**src/hw/rtl/servo_slew_ramp_macros.svh**
```systemverilog
// ----------------------------------------------------------------------------
// Servo slew ramp assertion macros
// Shared concurrent assertion forms, sampled on clk_i and disabled in reset.
// ----------------------------------------------------------------------------
`ifndef SERVO_SLEW_RAMP_MACROS_SVH
`define SERVO_SLEW_RAMP_MACROS_SVH

// Same-cycle implication.
`define SSR_ASSERT_IMP(lbl, ante, cons, msg) \
  lbl: assert property (@(posedge clk_i) disable iff (!rst_ni) (ante) |-> (cons)) \
    else $error(msg);

// Next-cycle implication.
`define SSR_ASSERT_NXT(lbl, ante, cons, msg) \
  lbl: assert property (@(posedge clk_i) disable iff (!rst_ni) (ante) |=> (cons)) \
    else $error(msg);

`endif

```
**src/hw/rtl/ssr_pkg.sv**
```systemverilog
// ----------------------------------------------------------------------------
// Servo slew ramp package
// Widths, reset values, operation and register codes, shared types.
// ----------------------------------------------------------------------------
`default_nettype none

package ssr_pkg;

  localparam int unsigned PW_W       = 12;
  localparam int unsigned STEP_W     = 8;
  localparam int unsigned INT_W      = 16;
  localparam int unsigned ELAPSED_W  = 17;
  localparam int unsigned OP_W       = 3;
  localparam int unsigned CFG_IDX_W  = 3;
  localparam int unsigned CFG_DATA_W = 16;

  localparam logic [PW_W-1:0]      MIN_PULSE_RST     = 12'd1000;
  localparam logic [PW_W-1:0]      HOME_PULSE_RST    = 12'd1500;
  localparam logic [PW_W-1:0]      MAX_PULSE_RST     = 12'd2000;
  localparam logic [STEP_W-1:0]    STEP_SIZE_RST     = 8'd1;
  localparam logic [INT_W-1:0]     STEP_INTERVAL_RST = 16'd2500;
  localparam logic [ELAPSED_W-1:0] ELAPSED_MAX       = {ELAPSED_W{1'b1}};

  typedef enum logic [OP_W-1:0] {
    OP_TICK   = 3'd0,
    OP_ATTACH = 3'd1,
    OP_DETACH = 3'd2,
    OP_HOME   = 3'd3,
    OP_MAX    = 3'd4,
    OP_MIN    = 3'd5,
    OP_RANDOM = 3'd6
  } op_e;

  typedef enum logic [CFG_IDX_W-1:0] {
    CFG_MIN_PULSE     = 3'd0,
    CFG_HOME_PULSE    = 3'd1,
    CFG_MAX_PULSE     = 3'd2,
    CFG_STEP_SIZE     = 3'd3,
    CFG_STEP_INTERVAL = 3'd4
  } cfg_idx_e;

  typedef struct packed {
    logic [PW_W-1:0]   min_pulse;
    logic [PW_W-1:0]   home_pulse;
    logic [PW_W-1:0]   max_pulse;
    logic [STEP_W-1:0] step_size;
    logic [INT_W-1:0]  step_interval;
  } cfg_t;

  // Contents of the input register stage.
  typedef struct packed {
    logic            valid;
    logic [OP_W-1:0] operation;
    logic [PW_W-1:0] random_target;
  } item_t;

endpackage

`default_nettype wire

```
**src/hw/rtl/ssr_cfg_regs.sv**
```systemverilog
// ----------------------------------------------------------------------------
// Servo slew ramp configuration registers
// Write-only register bank for pulse limits, step size and step interval.
// ----------------------------------------------------------------------------
`default_nettype none

module ssr_cfg_regs
  import ssr_pkg::*;
(
  input  wire logic                  clk_i,
  input  wire logic                  rst_ni,
  input  wire logic                  cfg_we_i,
  input  wire logic [CFG_IDX_W-1:0]  cfg_idx_i,
  input  wire logic [CFG_DATA_W-1:0] cfg_wdata_i,
  output cfg_t                       cfg_o
);

  cfg_t cfg_q, cfg_d;

  always_comb begin
    cfg_d = cfg_q;
    if (cfg_we_i) begin
      case (cfg_idx_e'(cfg_idx_i))
        CFG_MIN_PULSE:     cfg_d.min_pulse     = cfg_wdata_i[PW_W-1:0];
        CFG_HOME_PULSE:    cfg_d.home_pulse    = cfg_wdata_i[PW_W-1:0];
        CFG_MAX_PULSE:     cfg_d.max_pulse     = cfg_wdata_i[PW_W-1:0];
        CFG_STEP_SIZE:     cfg_d.step_size     = cfg_wdata_i[STEP_W-1:0];
        CFG_STEP_INTERVAL: cfg_d.step_interval = cfg_wdata_i[INT_W-1:0];
        default:           cfg_d = cfg_q;
      endcase
    end
  end

  always_ff @(posedge clk_i or negedge rst_ni) begin
    if (!rst_ni) begin
      cfg_q.min_pulse     <= MIN_PULSE_RST;
      cfg_q.home_pulse    <= HOME_PULSE_RST;
      cfg_q.max_pulse     <= MAX_PULSE_RST;
      cfg_q.step_size     <= STEP_SIZE_RST;
      cfg_q.step_interval <= STEP_INTERVAL_RST;
    end else begin
      cfg_q <= cfg_d;
    end
  end

  assign cfg_o = cfg_q;

endmodule

`default_nettype wire

```
**config.mk**
```make
export PLATFORM = sky130hd
export DESIGN_NAME = ssr_cfg_regs
export DESIGN_NICKNAME = d
export VERILOG_FILES = /design/src/hw/rtl/servo_slew_ramp_macros.svh /design/src/hw/rtl/ssr_pkg.sv /design/src/hw/rtl/ssr_cfg_regs.sv
export SDC_FILE = /design/constraint.sdc
export NUM_CORES = 1
export LEC_CHECK = 0
export BUFFER_PORTS_ARGS = -buffer_cell sky130_fd_sc_hd__clkbuf_2
export CAP_MARGIN = 20
export CELL_PAD_IN_SITES_DETAIL_PLACEMENT = 1
export CELL_PAD_IN_SITES_GLOBAL_PLACEMENT = 1
export CORE_ASPECT_RATIO = 0.6
export CORE_MARGIN = 4
export CORE_UTILIZATION = 36
export DETAILED_ROUTE_END_ITERATION = 16
export GPL_TIMING_DRIVEN = 1
export PLACE_DENSITY_LB_ADDON = 0.1
export REMOVE_ABC_BUFFERS = 1
export SLEW_MARGIN = 20
export SYNTH_ARGS = -nofsm -noshare
export SYNTH_HDL_FRONTEND = slang
export SYNTH_SLANG_ARGS = --single-unit
```
**constraint.sdc**
```tcl
create_clock -name clk_i -period 0.8 [get_ports clk_i]
set_input_delay 0.08 -clock clk_i [delete_from_list [all_inputs] [get_ports clk_i]]
set_output_delay 0.08 -clock clk_i [all_outputs]
set_load 0.01 [all_outputs]
```
Yosys cells after proc, flatten, opt, wreduce, memory -nomap -nowiden. Index checks and enable logic that the tools add are counted.

Equality and inequality tests: 4. Reductions and logical operators: 6.

Operators with widths (count): $reduce_and A2 Y1 (5); $eq A3 B2 Y1 const B (2); $eq A3 B1 Y1 const B (1); $eq A3 B3 Y1 const B (1); $logic_not A3 Y1 (1).

Flip-flop bits (word level): 60. Logic and storage cells: 15.

Longest topological paths before layout.
Depth in word-level cells: 2. Mapped depth: 4. Mapped depth without buffers: 2.

Worst setup path after synthesis. No wires, ideal clock.

Path kind: input to register. Start: input port cfg_idx_i[0]. End: register cfg_q (netlist bit cfg_o[10]). Data arrival time: 0.969 ns. Data required time: 0.675 ns. Path slack: -0.294 ns. Cell stages on the path: 4. Cells stage by stage: nor4bb_1 buf_4 buf_6 mux2_2.

Cells in the longest elaborated chain, start to end: 2.

RTL lines: from (decl) (line ssr_cfg_regs.sv:13) `input wire logic [CFG_IDX_W-1:0] cfg_idx_i,`; $eq A3 B3 Y1 (line ssr_cfg_regs.sv:23) `case (cfg_idx_e'(cfg_idx_i))`; $reduce_and A2 Y1 (no source line); to (signal assigned) (line ssr_cfg_regs.sv:42) `cfg_q <= cfg_d;`; to (decl) (line ssr_cfg_regs.sv:18) `cfg_t cfg_q, cfg_d;`.

Every way passes these cells. A chain may end at the register's enable or synchronous reset.

Worst setup path in the final report.
Start: register cfg_q (netlist bit cfg_o[2]). End: output port cfg_o[2] (netlist name).

RTL lines: to (decl) (line ssr_cfg_regs.sv:15) `output cfg_t cfg_o`.

No word-level cell between the ends.

==> flow_summary.yaml <==
status:
  status: "complete, but fails checks"
  violations: "negative setup slack"
yosys:
  synthCells: 130
  post_synth_num_cell_types: 10
  yosys_warnings: 0
  synth_seq_cells: 60
  ys_seq_area_frac: 0.6614
  syn_avg_cell_area_sq_um: 17.82
  yosys.area.top_type: "dfrtp_1"
  synth_area_sq_mm: 0.002317
  yosysTopAreaCellShare: 0.3780
  synth_area_leaders: "dfrtp_1, mux2_2, dfstp_2"
drt:
  wl_microns: 6431
  routedWlPerCell_microns: 19.03
  postRouteAntennaNets: 0
  drt-vias-per-instance: 4.621
  dr.pass1.iters: 4
  vias: 1562
  drt_iter0_drc: 40
  drcViolationCount: 0
flow_run:
  max_cap_violations: 0
setup_path:
  worst_ep_arrival_time_ns: 0.99
  cp_max_fo: 2
  crit_slowest_cell: "dfstp_2"
  worstPathRequired_ns: 0.72
  path_buf_inv: 1
  regToRegSetupSlack_ns: -0.12
  crit-reg2reg-launch: "cfg_o[15]$_DFFE_PN0P_"
  crit_chain: "buf_8"
  cp_num_cells: 1
  cp_top_family: "flip-flops"
  critPathMaxStageDelay_ns: 0.55
  worstSetupEndpointType: "output port"
  critPathKind: "reg -> out"
  start_kind: "register"
  reg2regPathDepth: 2
  reg2reg_to: "cfg_o[15]$_DFFE_PN0P_"
floorplan:
  num_rows: 22
  initial_utilization: 0.3758
  fp.coreArea_sq_mm: 0.006166
  num_io_pins: 82
  dieArea_sq_mm: 0.007826
  die-width_microns: 111.6
  die_h_microns: 70.15
sta:
  grt_setup_unrepaired: "true"
  finalSetupViolCount: 86
  fmax_ghz: 0.9323
  finalCritPeriodShare: 1.341
  final.setup.tns_ns: -12.65
  slew_headroom: 0.7893
  skew_ns: 0
  hold_viol_final: 0
  tightest_slew_ns: 0.3160
  maxSlewViolCount: 0
  fin_crit_ns: 1.073
  worst_slack_ns: -0.2726
clock_network:
  cts_tree: "done"
  htree_levels: 3
  cts_buffers: 9
  worstSkewPairLatency_ns: 0.33
  clock_sinks: 60
  clk_path_buf_depth: 2
  cts-root-buf: "clkbuf_8"
  clk_pin_slew_ns: 0.06
finish:
  fin_nets: 271
  diodes: 0
  areaGrowthSynthToFinish_pct: 59.72
  fin_area_sq_mm: 0.003701
  drive_gt1_frac: 0.8346
  largest_reg_flops: 60
pwr:
  power_density_mw_per_mm2: 2743
  max-vdd-ir-drop_mv: 1.109
  p_leak_nw: 1.748
grt:
  grt_max_degree: 61
  grt_pass1_vias: 1789
  grt_pass1_wl_microns: 9963
  antenna_found_initial: 0
  grt_overflow: 0
  grt_util_all_layers: 0.1668
placed_design:
  dpl_cell_area_sq_mm: 0.002897
  dp_hpwl_microns: 4146
  port_buffers: 81
  globalplace.congestion: 0.7438
  pre_cts_slack_ns: -0.4769
hold_path:
  worstHoldStart: "cfg_wdata_i[9]"
  hp-class: "in -> reg"
  whs_path_depth: 2
  whs_endpoint: "cfg_o[9]$_DFFE_PN0P_"
## cells by family (layout without fill, tap and decap cells)
logic type | count (synthesis) | count (layout) | synth area share
muxes | 60 | 60 | 0.2916
and+or+nand+nor | 5 | 5 | 0.02916
DFF | 60 | 60 | 0.6614
buffers and inverters | 5 | 129 | 0.01782
## layout make-up
| cell class | count | area, sq um |
|---|---|---|
| Timing Repair Buffer | 113 | 970.9 |
| Clock inverter | 4 | 47.55 |
| Clock buffer | 12 | 155.1 |
| Fill cell | 602 | 2465 |
| Tap cell | 84 | 105.1 |
| Multi-Input combinational cell | 65 | 889.6 |
| Sequential cell | 60 | 1533 |
## how the worst max path moves through the flow
stage | start | endpoint | slack, ns
floorplan | cfg_we_i | cfg_o[0]$_DFFE_PN0P_ | -1.48
global placement | cfg_idx_i[0] | cfg_o[0]$_DFFE_PN0P_ | -0.44
detailed placement | cfg_idx_i[0] | cfg_o[0]$_DFFE_PN0P_ | -0.48
CTS | cfg_o[51]$_DFFE_PN1P_ | cfg_o[51] | -0.31
global route | cfg_o[51]$_DFFE_PN1P_ | cfg_o[51] | -0.33
finish | cfg_o[2]$_DFFE_PN1P_ | cfg_o[2] | -0.27
## where the power goes
part	total, mW	switching, mW	internal, mW
logic	3.00	1.08	1.92
registers	4.40	0.481	3.92
clock network	2.75	1.15	1.60
total	10.2	2.71	7.44
## worst register-to-register path: stages, from the launching register on
cell     delay [ns]
dfrtp_1        0.41
buf_6          0.14
mux2_4         0.26
## synthesized netlist by cell type
cell and count:
and4bb_1 1, dfrtp_1 35, buf_4 4, mux2_2 60
buf_6 1, dfstp_2 25, nor4bb_1 1, nor4b_4 1
nand4b_1 1, and4bb_2 1
## through the flow
step                      utilization  hold slack (ns)  cells  total power, mW
final                          0.6002          0.03300    338            10.15
after global routing           0.6002          0.01840    338            10.70
after CTS                      0.5465         0.009295    326            9.510
after detailed placement       0.4698           0.1114    301            6.359
after global placement         0.4698           0.1002    301            6.233
after floorplan                     -          -0.2156    125            5.249
## routing by layer
metal	global-route usage	wire length [microns]	part of all wire
met1	0.1945	2750	0.43
met2	0.2832	3269	0.51
met3	0.06840	346	0.054
met4	0.04993	64	0.010
met5	0	0	0
## timing repair
action,in CTS,in global routing
endpoints found under the setup margin,103,102
buffers inserted,4,12
endpoints found under the hold margin,39,0
hold buffers,5,0
gates resized for setup,44,80
pin swaps,4,3
## cells in the final DEF (no fill, tap or decap)
master	synthesis	final
clkbuf_2	0	48
clkbuf_1	0	1
mux2_2	60	25
buf_4	4	8
clkbuf_16	0	1
buf_2	0	1
nor4bb_4	0	1
buf_12	0	1
clkinvlp_4	0	1
nand4b_1	1	1
bufinv_16	0	1
dfstp_2	25	25
buf_8	0	5
and4bb_2	1	2
clkbuf_8	0	11
dlygate4sd3_1	0	5
mux2_4	0	35
nor4b_4	1	1
clkinv_2	0	2
dfrtp_1	35	35
buf_6	1	44
Power figures use the tool's default switching activity.
